[src/rtl/mobius_sieve_coprime_counter_macros.svh]
// Assertion helpers for the top-level RTL. All are clocked on clk and off in reset.
`ifndef MOBIUS_SIEVE_COPRIME_COUNTER_MACROS_SVH
`define MOBIUS_SIEVE_COPRIME_COUNTER_MACROS_SVH

// same-cycle implication
`define MSC_ASSERT_IMPL(label, ante, cons) \
    label: assert property (@(posedge clk) disable iff (!rst_n) (ante) |-> (cons)) \
        else $error("msc assertion failed");

// next-cycle implication
`define MSC_ASSERT_NEXT(label, ante, cons) \
    label: assert property (@(posedge clk) disable iff (!rst_n) (ante) |=> (cons)) \
        else $error("msc assertion failed");

`endif

[src/rtl/msc_pkg.sv]
package msc_pkg;

    localparam int SIDE_W  = 17;
    localparam int CFG_W   = 17;
    localparam int CNT_W   = 33;
    localparam int MERT_W  = 16;
    localparam int ACC_W   = 56;

    localparam logic CMD_BUILD = 1'b0;
    localparam logic CMD_QUERY = 1'b1;

    localparam logic [1:0] ST_OK        = 2'd0;
    localparam logic [1:0] ST_NOT_BUILT = 2'd1;
    localparam logic [1:0] ST_OVER      = 2'd2;

    typedef struct packed {
        logic              cmd;
        logic [SIDE_W-1:0] side_a;
        logic [SIDE_W-1:0] side_b;
    } req_t;

    typedef struct packed {
        logic [CNT_W-1:0] visible_count;
        logic [1:0]       status;
    } rsp_t;

    typedef enum logic [4:0] {
        S_IDLE, S_DISPATCH, S_CLR, S_INIT0, S_INIT1, S_SV_RD, S_SV_CHK,
        S_IN_TEST, S_IN_P, S_IN_MARK, S_SV_NEXT, S_PF_RD, S_PF_WR, S_FIN_B,
        S_Q_CHK, S_DIV_GO, S_DIV_WAIT, S_Q_RD, S_Q_MUL1, S_Q_MUL2, S_Q_ACC,
        S_Q_FIN, S_RESP
    } state_t;

    typedef enum logic [4:0] {
        OP_NONE, OP_LOAD, OP_CLR, OP_INIT0, OP_INIT1, OP_SV_RD, OP_SV_CHK,
        OP_IN_RD, OP_IN_P, OP_IN_MARK, OP_SV_NEXT, OP_PF_RD, OP_PF_WR,
        OP_FIN_B, OP_Q_CHK, OP_DIV_GO, OP_DIV_WAIT, OP_Q_RD, OP_Q_MUL1,
        OP_Q_MUL2, OP_Q_ACC, OP_FIN_Q
    } dp_op_t;

    typedef struct packed {
        logic is_query;
        logic clr_last;
        logic i_last;
        logic j_end;
        logic prod_over;
        logic p_is_lpf;
        logic div_done;
        logic dph_last;
        logic blk_last;
        logic q_special;
    } dp_stat_t;

endpackage

[src/rtl/msc_ctrl.sv]
module msc_ctrl (
    input  logic              clk,
    input  logic              rst_n,
    input  logic              start,
    input  msc_pkg::dp_stat_t stat,
    output msc_pkg::dp_op_t   op,
    output logic              busy,
    output logic              done
);

    msc_pkg::state_t state_reg, state_next;

    always_ff @(posedge clk or negedge rst_n)
    begin
        if (!rst_n)
            state_reg <= msc_pkg::S_IDLE;
        else
            state_reg <= state_next;
    end

    always_comb
    begin
        state_next = state_reg;
        case (state_reg)
            msc_pkg::S_IDLE:     if (start) state_next = msc_pkg::S_DISPATCH;
            msc_pkg::S_DISPATCH: state_next = stat.is_query ? msc_pkg::S_Q_CHK : msc_pkg::S_CLR;
            msc_pkg::S_CLR:      if (stat.clr_last) state_next = msc_pkg::S_INIT0;
            msc_pkg::S_INIT0:    state_next = msc_pkg::S_INIT1;
            msc_pkg::S_INIT1:    state_next = msc_pkg::S_SV_RD;
            msc_pkg::S_SV_RD:    state_next = msc_pkg::S_SV_CHK;
            msc_pkg::S_SV_CHK:   state_next = msc_pkg::S_IN_TEST;
            msc_pkg::S_IN_TEST:
                state_next = stat.j_end ? msc_pkg::S_SV_NEXT : msc_pkg::S_IN_P;
            msc_pkg::S_IN_P:     state_next = msc_pkg::S_IN_MARK;
            msc_pkg::S_IN_MARK:
                state_next = (stat.prod_over || stat.p_is_lpf) ? msc_pkg::S_SV_NEXT
                                                               : msc_pkg::S_IN_TEST;
            msc_pkg::S_SV_NEXT:
                state_next = stat.i_last ? msc_pkg::S_PF_RD : msc_pkg::S_SV_RD;
            msc_pkg::S_PF_RD:    state_next = msc_pkg::S_PF_WR;
            msc_pkg::S_PF_WR:
                state_next = stat.i_last ? msc_pkg::S_FIN_B : msc_pkg::S_PF_RD;
            msc_pkg::S_FIN_B:    state_next = msc_pkg::S_RESP;
            msc_pkg::S_Q_CHK:
                state_next = stat.q_special ? msc_pkg::S_RESP : msc_pkg::S_DIV_GO;
            msc_pkg::S_DIV_GO:   state_next = msc_pkg::S_DIV_WAIT;
            msc_pkg::S_DIV_WAIT:
            begin
                if (stat.div_done)
                    state_next = stat.dph_last ? msc_pkg::S_Q_RD : msc_pkg::S_DIV_GO;
            end
            msc_pkg::S_Q_RD:     state_next = msc_pkg::S_Q_MUL1;
            msc_pkg::S_Q_MUL1:   state_next = msc_pkg::S_Q_MUL2;
            msc_pkg::S_Q_MUL2:   state_next = msc_pkg::S_Q_ACC;
            msc_pkg::S_Q_ACC:
                state_next = stat.blk_last ? msc_pkg::S_Q_FIN : msc_pkg::S_DIV_GO;
            msc_pkg::S_Q_FIN:    state_next = msc_pkg::S_RESP;
            msc_pkg::S_RESP:     state_next = msc_pkg::S_IDLE;
            default:             state_next = msc_pkg::S_IDLE;
        endcase
    end

    always_comb
    begin
        op   = msc_pkg::OP_NONE;
        busy = 1'b1;
        done = 1'b0;
        case (state_reg)
            msc_pkg::S_IDLE:
            begin
                busy = 1'b0;
                if (start)
                    op = msc_pkg::OP_LOAD;
            end
            msc_pkg::S_CLR:      op = msc_pkg::OP_CLR;
            msc_pkg::S_INIT0:    op = msc_pkg::OP_INIT0;
            msc_pkg::S_INIT1:    op = msc_pkg::OP_INIT1;
            msc_pkg::S_SV_RD:    op = msc_pkg::OP_SV_RD;
            msc_pkg::S_SV_CHK:   op = msc_pkg::OP_SV_CHK;
            msc_pkg::S_IN_TEST:  if (!stat.j_end) op = msc_pkg::OP_IN_RD;
            msc_pkg::S_IN_P:     op = msc_pkg::OP_IN_P;
            msc_pkg::S_IN_MARK:  op = msc_pkg::OP_IN_MARK;
            msc_pkg::S_SV_NEXT:  op = msc_pkg::OP_SV_NEXT;
            msc_pkg::S_PF_RD:    op = msc_pkg::OP_PF_RD;
            msc_pkg::S_PF_WR:    op = msc_pkg::OP_PF_WR;
            msc_pkg::S_FIN_B:    op = msc_pkg::OP_FIN_B;
            msc_pkg::S_Q_CHK:    op = msc_pkg::OP_Q_CHK;
            msc_pkg::S_DIV_GO:   op = msc_pkg::OP_DIV_GO;
            msc_pkg::S_DIV_WAIT: op = msc_pkg::OP_DIV_WAIT;
            msc_pkg::S_Q_RD:     op = msc_pkg::OP_Q_RD;
            msc_pkg::S_Q_MUL1:   op = msc_pkg::OP_Q_MUL1;
            msc_pkg::S_Q_MUL2:   op = msc_pkg::OP_Q_MUL2;
            msc_pkg::S_Q_ACC:    op = msc_pkg::OP_Q_ACC;
            msc_pkg::S_Q_FIN:    op = msc_pkg::OP_FIN_Q;
            msc_pkg::S_RESP:     done = 1'b1;
            default:             op = msc_pkg::OP_NONE;
        endcase
    end

endmodule

[config.mk]
export PLATFORM = sky130hd
export DESIGN_NAME = msc_ctrl
export DESIGN_NICKNAME = d
export VERILOG_FILES = /design/src/rtl/mobius_sieve_coprime_counter_macros.svh /design/src/rtl/msc_pkg.sv /design/src/rtl/msc_ctrl.sv
export SDC_FILE = /design/constraint.sdc
export NUM_CORES = 1
export LEC_CHECK = 0
export ABC_CLOCK_PERIOD_IN_PS = 2150
export BUFFER_PORTS_ARGS = -buffer_cell sky130_fd_sc_hd__buf_4
export CAP_MARGIN = 10
export CORE_AREA = 2 2 41 43
export DETAILED_ROUTE_END_ITERATION = 8
export DIE_AREA = 0 0 43 45
export GPL_TIMING_DRIVEN = 0
export PLACE_DENSITY = 0.84
export SYNTH_ARGS = -nofsm -noshare
export SYNTH_HDL_FRONTEND = slang
export SYNTH_SLANG_ARGS = --single-unit
export TNS_END_PERCENT = 10
[constraint.sdc]
create_clock -name clk -period 2.15 [get_ports clk]
set_clock_uncertainty 0.2 [all_clocks]
set_input_delay 0.215 -clock clk [delete_from_list [all_inputs] [get_ports clk]]
set_output_delay 0.215 -clock clk [all_outputs]
set_load 0.005 [all_outputs]
==> results.yml, run 1 <==
setup_path:
  end_kind: "primary output"
  worstPathMaxFanout: 9
  startpoint_type: "flip-flop"
  cp.arrival_ns: 1.62
  criticalPathCategory: "reg -> out"
  worst_ep_required_time_ns: 1.74
pwr:
  p_sw_share_pct: 50.2
  p_sw_uw: 626
  power_density_nw_per_um2: 1370
  ir_drop_v: 0.000819
  p_int_uw: 621
  seqPwrFrac_pct: 12.2
  comb_power_share_pct: 78.6
  clkPwrFrac_pct: 9.2
  p_leak_uw: 0.000387
global_route:
  grt_max_degree: 11
  grtUsageTotal_pct: 24.4
  overflow: 0
  antenna_found_initial: 0
  grt_pass1_vias: 821
  grt_pass1_wl_um: 3600
sta:
  hold_violations: 0
  min_period_ns: 2.04
  worst_slack_ns: 0.114
  slew_violations: 0
  fin_crit_sh_pct: 94.7
  tightest_slew_ns: 0.389
  timing.fmax_mhz: 491
  finalSetupViolCount: 0
  setup_tns_ns: 0
  rsz0062_at_grt: "false"
  slew_headroom_pct: 73.9
clock_tree:
  cts-htree-levels: 1
  cts_root_buf: "clkbuf_4"
  clk_pin_slew_ns: 0.05
  tritoncts: "done"
  cts_setup_buffers: 0
  ctsLongestPathBuffers: 2
  insertion_delay_ns: 0.25
  cts_buffers: 3
  clkSinkCount: 5
synthesis:
  synth_nets: 112
  synth_edf_count: 0
  ys_seq_area_share_pct: 17.8
  yosys.area.top_type: "dfrtp_1"
  ys_top_cells_by_area: "dfrtp_1 18%, nand2b_1 8.0%, a21oi_1 7.1%"
  ys.flop_type: "dfrtp_1"
  syn_inst: 99
  yosysMostFrequentCell: "a21oi_1"
  ys_types: 38
  netlist_top_cells_count: "10 x a21oi_1, 9 x nand2b_1, 9 x nor2_1"
  synth_warnings: 0
  ys_ff_latch: 5
  synth_area_per_cell_um2: 7.09
  synth-async-reset-ratio_pct: 100
  netlist.area_leader.share_pct: 17.8
  post_synth_instance_area_um2: 702
cells_and_area:
  drive_gt1_share_pct: 30.9
  fillerInstances: 145
  largest_reg_flops: 5
  syn_to_final_growth_pct: 30.1
  multi_input_area_um2: 512
  register_area_um2: 125
  final_nets: 137
  num_antenna_cells: 0
floorplan:
  core_area_um2: 1470
  die_area_um2: 1940
  io-pin-count: 20
  start_util_pct: 47.7
  dieHeight_um: 45
  die_x_um: 43
  rows: 14
routing:
  avgRoutedWirePerCell_um: 15.8
  ant_nets: 0
  viasPerCell: 6.26
  drc: 0
  wl_um: 2200
  drt_iter0_drc: 38
  vias: 870
  firstDrtPassIters: 4
place:
  hpwl_um: 1620
  port_buffers: 19
  place_ws_ns: 0.312
  gp_congestion: 0.916
flow_run:
  maxCapViolations: 0
status:
  status: "completed"
hold_path:
  hold_class: "in -> reg"
==> cells in the final DEF, fill, tap and decap left out, types with 5 or more instances in the layout <==
master / n
inv_1: 5
a21oi_1: 10
o21ai_0: 8
buf_2: 5
dfrtp_1: 5
buf_4: 21
nand2b_1: 8
nor2_1: 9
nand2_1: 8
==> stage by stage <==
stage / hold WS [ns] / power (µW) / utilization [%] / instances / instance area, µm²
after floorplan: -0.281 / 818 / - / 99 / 702
after global placement: -0.184 / 1070 / 58.8 / 134 / 865
after detailed placement: -0.176 / 1090 / 58.8 / 134 / 865
after CTS: 0.0545 / 1220 / 61.2 / 139 / 901
after global routing: 0.0582 / 1350 / 62.1 / 139 / 913
final: 0.0590 / 1250 / 62.1 / 139 / 913
==> power by group through the flow <==
stage / sequential, µW / combinational (µW) / clock (µW)
2_1_floorplan: 148 / 670 / 0
3_3_place_gp: 151 / 917 / 0
3_5_place_dp: 153 / 941 / 0
4_1_cts: 151 / 947 / 117
5_1_grt: 156 / 1070 / 122
6_report: 152 / 981 / 115
==> logic make-up after synthesis <==
logic type             after synthesis  synth area share (%)
AO/OA/AOI/OAI                       39                  37.6
XOR/XNOR                             1                  1.25
buffers and inverters               14                  10.3
flip-flops                           5                  17.8
multiplexers                         1                  1.43
AND/OR/NAND/NOR                     39                  31.5
==> worst paths after layout <==
path / start / to / slack, ns / cells after the start
setup reg to reg: state_reg[0]$_DFFE_PN0P_ / state_reg[4]$_DFFE_PN0P_ / 0.32 / 5
hold reg to reg: state_reg[2]$_DFFE_PN0P_ / state_reg[4]$_DFFE_PN0P_ / 0.50 / 3
max in group asynchronous: rst_n / state_reg[4]$_DFFE_PN0P_ / 1.52 / 2
hold / removal: stat[8] / state_reg[1]$_DFFE_PN0P_ / 0.06 / 4
setup / recovery: state_reg[3]$_DFFE_PN0P_ / op[0] / 0.11 / 7
min in group asynchronous: rst_n / state_reg[2]$_DFFE_PN0P_ / 0.11 / 2
==> area by class of cell <==
type / count / area share (%)
plain buffers: 9 / 6.44
clock buffers: 4 / 2.88
inverters: 5 / 2.05
multi-input cells: 80 / 56.0
flip-flops and latches: 5 / 13.7
well taps: 16 / 2.19
repair buffers: 20 / 16.7
==> layer usage <==
layer  share of wire (%)  vias to the layer above  wire (µm)  global-route usage [%]
li1                    -                      412          -                       -
met1                  39                      406        858                    28.1
met2                  53                       48       1160                    47.6
met3                 6.7                        4        148                    4.00
met4                 1.3                        0         28                    4.85
met5                   0                        -          0                       0
==> worst max-delay path, cell delays in order (launching register included) <==
cell,delay [ns]
dfrtp_1,0.36
buf_2,0.19
nand2b_4,0.11
inv_1,0.09
a21oi_1,0.13
o21ai_0,0.12
a22o_1,0.25
buf_4,0.13
==> timing repair <==
action	4_1_cts	5_1_grt
hold buffers	1	0
hold endpoints to repair	5	0
setup endpoints to repair	0	1
gates resized for setup	0	4
(Power assumes the default switching activity.)
==> inputs of run 2 (changes only) <==
Settings changed: BUFFER_PORTS_ARGS -buffer_cell sky130_fd_sc_hd__buf_4 to not set, CORE_AREA 2 2 41 43 to 2 2 39 41, DIE_AREA 0 0 43 45 to 0 0 41 43, DONT_BUFFER_PORTS set to 1, PLACE_DENSITY 0.84 to 0.78.
==> run 2 against run 1 <==
- register-to-register slack better by 0.07 ns
- sequential power about the same
- utilization down 5.8 points
- cell count down 12%
- sequential cell count unchanged
- critical path type unchanged
==> results.yml, run 2 (synthesis gave the netlist of run 1 again) <==
sta:
  worst_slack_ns: 0.184
  setup_tns_ns: 0
  rsz0062_at_grt: "false"
  fin_crit_sh_pct: 91.4
  min_period_ns: 1.97
  timing.fmax_mhz: 509
  slew_headroom_pct: 76.0
  finalSetupViolCount: 0
  slew_violations: 0
  hold_violations: 0
  tightest_slew_ns: 0.357
pwr:
  clkPwrFrac_pct: 9.6
  seqPwrFrac_pct: 13.6
  ir_drop_v: 0.000896
  p_sw_uw: 572
  power_density_nw_per_um2: 1420
  comb_power_share_pct: 76.8
  p_leak_uw: 0.000299
  p_sw_share_pct: 51.9
  p_int_uw: 530
status:
  status: "completed"
place:
  place_ws_ns: 0.414
  port_buffers: 0
  gp_congestion: 0.965
  hpwl_um: 1460
setup_path:
  r2r_start: "state_reg[3]$_DFFE_PN0P_"
  crit_slowest_cell: "dfrtp_1"
  cp.arrival_ns: 1.55
  cpMostUsedCell: "buf_2"
  worst_ep_required_time_ns: 1.74
  startpoint_type: "flip-flop"
  cpPeakStageDelay_ns: 0.34
  r2r_slack_ns: 0.39
  r2r_cells: 6
  r2r_end: "state_reg[1]$_DFFE_PN0P_"
  end_kind: "primary output"
  path_cells: "buf_2 > buf_2 > nand2_1 > o31ai_1 > a22o_1"
  criticalPathCategory: "reg -> out"
  crit_start: "state_reg[2]$_DFFE_PN0P_"
  worstPathMaxFanout: 10
floorplan:
  io-pin-count: 20
  start_util_pct: 50.7
  die_area_um2: 1760
  core_area_um2: 1380
  dieHeight_um: 43
  die_x_um: 41
  rows: 14
hold_path:
  worstHoldStart: "stat[3]"
  hold_class: "in -> reg"
  whs_path_depth: 2
  hold_end: "state_reg[4]$_DFFE_PN0P_"
routing:
  firstDrtPassIters: 4
  ant_nets: 0
  avgRoutedWirePerCell_um: 15.6
  viasPerCell: 6.56
  wl_um: 1900
  vias: 800
  drt_iter0_drc: 42
  drc: 0
cells_and_area:
  largest_reg_flops: 5
  num_antenna_cells: 0
  final_nets: 120
  drive_gt1_share_pct: 17.0
  register_area_um2: 125
  syn_to_final_growth_pct: 10.9
  mostFrequentLayoutCell: "a21oi_1"
  fillerInstances: 130
  layout_common_cells: "10 x a21oi_1, 9 x nor2_1, 9 x nand2b_1"
  multi_input_area_um2: 504
global_route:
  overflow: 0
  grt_pass1_wl_um: 3210
  antenna_found_initial: 0
  grtUsageTotal_pct: 26.4
  grt_max_degree: 11
  grt_pass1_vias: 760
clock_tree:
  cts_root_buf: "clkbuf_4"
  tritoncts: "done"
  cts_buffers: 3
  clkSinkCount: 5
  cts_setup_buffers: 0
  cts-htree-levels: 1
  insertion_delay_ns: 0.24
  clk_pin_slew_ns: 0.04
  ctsLongestPathBuffers: 2
flow_run:
  maxCapViolations: 0
## run 2: changes by cell type in the layout (fill, tap and decap cells not counted)
cell and delta:
nand2b_4 -1, buf_4 -20, dlygate4sd3_1 +2, clkbuf_4 -1, buf_2 +2, nand2b_1 +1
## run 2: cell type report
| class | count | share of cell area (%) |
|---|---|---|
| multi-input cells | 80 | 64.8 |
| flip-flops and latches | 5 | 16.1 |
| plain buffers | 9 | 6.91 |
| repair buffers | 3 | 3.86 |
| clock buffers | 4 | 3.38 |
| well taps | 16 | 2.57 |
| inverters | 5 | 2.41 |
## run 2: per-stage QoR
step	hold WS (ns)	util, %	power (µW)	cell area, µm²	instances
CTS	0.0129	56.2	1090	778	122
detailed placement	-0.281	52.2	974	722	115
finish	0.0190	56.2	1100	778	122
global route	0.0342	56.2	1210	778	122
global placement	-0.281	52.2	971	722	115
floorplan	-0.281	-	818	702	99
## run 2: how the worst max path moves through the flow
stage | end | slack, ns | cells past startpoint
final | op[0] | 0.18 | 5
after global routing | op[0] | 0.08 | 5
after CTS | op[0] | 0.20 | 5
after detailed placement | state_reg[1]$_DFFE_PN0P_ | 0.41 | 6
after global placement | state_reg[4]$_DFFE_PN0P_ | 0.40 | 5
after floorplan | state_reg[4]$_DFFE_PN0P_ | 0.60 | 5
## run 2: what timing repair did
item / CTS / global route
resized for setup: 0 / 0
hold buffers: 3 / 0
endpoints found under the hold margin: 7 / 0
## run 2: metal layers
layer	global-route usage [%]	part of all wire (%)	vias to the layer above
met3	6.28	8.7	4
met1	34.4	39	361
li1	-	-	378
met2	40.9	50	57
met5	0	0	-
met4	8.67	1.8	0
## run 2: power groups by stage
stage                     registers [µW]  logic (µW)  clock network [µW]
after floorplan                      148         670                   0
after global placement               150         821                   0
after detailed placement             151         824                   0
after CTS                            150         834                 109
after global routing                 156         936                 115
final                                150         847                 105
## run 2: critical path, delay by kind of cell, from the launching register on
kind / cells / cell delay, ns
AO/OA/AOI/OAI: 2 / 0.38
buffers and inverters: 2 / 0.46
flip-flops: 1 / 0.34
AND/OR/NAND/NOR: 1 / 0.12
==> inputs of run 3 (changes only) <==
Settings changed: CELL_PAD_IN_SITES_DETAIL_PLACEMENT set to 1, CELL_PAD_IN_SITES_GLOBAL_PLACEMENT set to 2, CORE_AREA 2 2 39 41 to 2 2 50 52, DIE_AREA 0 0 41 43 to 0 0 52 54, PLACE_DENSITY 0.78 to not set, PLACE_DENSITY_LB_ADDON set to 0.15.
==> run 3 against run 2 <==
- setup slack lost 0.047 ns
- critical path type unchanged
- sequential power about the same
- worst hold slack improved by 0.0023 ns
- cell area is 2.3% higher
==> results.yml, run 3 (synthesis gave the netlist of run 1 again) <==
sta:
  slew_violations: 0
  min_period_ns: 2.01
  finalSetupViolCount: 0
  tightest_slew_ns: 0.349
  slew_headroom_pct: 76.6
  hold-worst-slack_ns: 0.0212
  fin_crit_sh_pct: 93.6
  setup_tns_ns: 0
  timing.fmax_mhz: 497
  rsz0062_at_grt: "false"
  hold_violations: 0
routing:
  firstDrtPassIters: 4
  drt_iter0_drc: 9
  wl_um: 2400
  ant_nets: 0
  viasPerCell: 5.79
  vias: 787
  drc: 0
  avgRoutedWirePerCell_um: 17.6
setup_path:
  r2r_cells: 5
  cpMostUsedCell: "buf_2"
  crit_slowest_cell: "dfrtp_1"
  criticalPathCategory: "reg -> out"
  path_cells: "buf_2 > buf_2 > nand2_1 > o31ai_1 > a22o_1"
  cpPeakStageDelay_ns: 0.33
  startpoint_type: "flip-flop"
  worst_ep_required_time_ns: 1.74
  worstPathMaxFanout: 10
  end_kind: "primary output"
  cp.arrival_ns: 1.60
clock_tree:
  ctsLongestPathBuffers: 2
  cts_root_buf: "clkbuf_4"
  clk_pin_slew_ns: 0.05
  cts-resized-gates: 0
  tritoncts: "done"
  cts-htree-levels: 1
  cts_buffers: 3
  insertion_delay_ns: 0.25
  clkSinkCount: 5
global_route:
  antenna_found_initial: 0
  grtUsageTotal_pct: 19.3
  grt_max_degree: 11
  grt_pass1_vias: 786
  overflow: 0
  grt_pass1_wl_um: 3900
pwr:
  p_sw_share_pct: 53.5
  p_sw_uw: 610
  ir_drop_v: 0.000557
  p_leak_uw: 0.000299
  seqPwrFrac_pct: 13.2
  power_density_nw_per_um2: 1430
  clkPwrFrac_pct: 10.0
  p_int_uw: 530
  comb_power_share_pct: 76.8
cells_and_area:
  drive_gt1_share_pct: 17.0
  final_nets: 120
  mostFrequentLayoutCell: "a21oi_1"
  syn_to_final_growth_pct: 13.4
  largest_reg_flops: 5
  num_antenna_cells: 0
  fillerInstances: 310
  layout_common_cells: "10 x a21oi_1, 9 x nor2_1, 9 x nand2b_1"
status:
  status: "completed"
floorplan:
  rows: 18
  io-pin-count: 20
  start_util_pct: 30.3
  die_x_um: 52
  die_area_um2: 2810
  dieHeight_um: 54
  core_area_um2: 2320
place:
  port_buffers: 0
  gp_congestion: 0.738
  hpwl_um: 1790
hold_path:
  whs_path_depth: 2
  hold_class: "in -> reg"
flow_run:
  maxCapViolations: 0
==> run 3: timing repair <==
action | in CTS | in global routing
setup buffers | 0 | 0
hold buffers | 3 | 0
endpoints found under the hold margin | 7 | 0
==> run 3: worst paths after layout <==
path / start / to / slack, ns
setup / recovery: state_reg[2]$_DFFE_PN0P_ / op[0] / 0.14
hold / removal: stat[3] / state_reg[4]$_DFFE_PN0P_ / 0.02
setup reg to reg: state_reg[1]$_DFFE_PN0P_ / state_reg[4]$_DFFE_PN0P_ / 0.37
hold reg to reg: state_reg[2]$_DFFE_PN0P_ / state_reg[4]$_DFFE_PN0P_ / 0.45
max in group asynchronous: rst_n / state_reg[3]$_DFFE_PN0P_ / 1.48
min in group asynchronous: rst_n / state_reg[4]$_DFFE_PN0P_ / 0.07
==> run 3: stage by stage <==
stage / cells / cell area, µm² / utilization [%] / total power [µW] / setup WS (ns)
finish: 136 / 796 / 34.3 / 1140 / 0.137
global placement: 129 / 739 / 31.9 / 1030 / 0.341
floorplan: 99 / 702 / - / 818 / 0.601
detailed placement: 129 / 739 / 31.9 / 1020 / 0.364
global route: 136 / 796 / 34.3 / 1260 / 0.00713
CTS: 136 / 796 / 34.3 / 1140 / 0.159
==> run 3: power groups by stage <==
stage          sequential, µW  combinational, µW  clock [µW]
4_1_cts                   151                877         116
2_1_floorplan             148                670           0
5_1_grt                   158                970         128
6_report                  150                876         114
3_3_place_gp              152                875           0
3_5_place_dp              152                866           0
==> run 3: cell type report <==
| class | instances | area [µm²] | area share, % |
|---|---|---|---|
| Multi-Input combinational cell | 80 | 504 | 63.4 |
| Sequential cell | 5 | 125 | 15.7 |
| Buffer | 9 | 53.8 | 6.76 |
| Tap cell | 30 | 37.5 | 4.72 |
| Timing Repair Buffer | 3 | 30.0 | 3.77 |
| Clock buffer | 4 | 26.3 | 3.30 |
| Inverter | 5 | 18.8 | 2.36 |
==> run 3: metal layers <==
metal,up-vias,GRT usage (%),routed length (µm)
met1,385,25.1,1090
li1,377,-,-
met4,0,5.26,25
met5,-,0,0
met3,5,5.00,109
met2,20,31.6,1180
==> run 3: worst max-delay path: cells and delay by family (launching register included) <==
kind / cells / cell delay [ns]
AND/OR/NAND/NOR: 1 / 0.14
flip-flops: 1 / 0.33
AO/OA/AOI/OAI: 2 / 0.39
buffers and inverters: 2 / 0.49
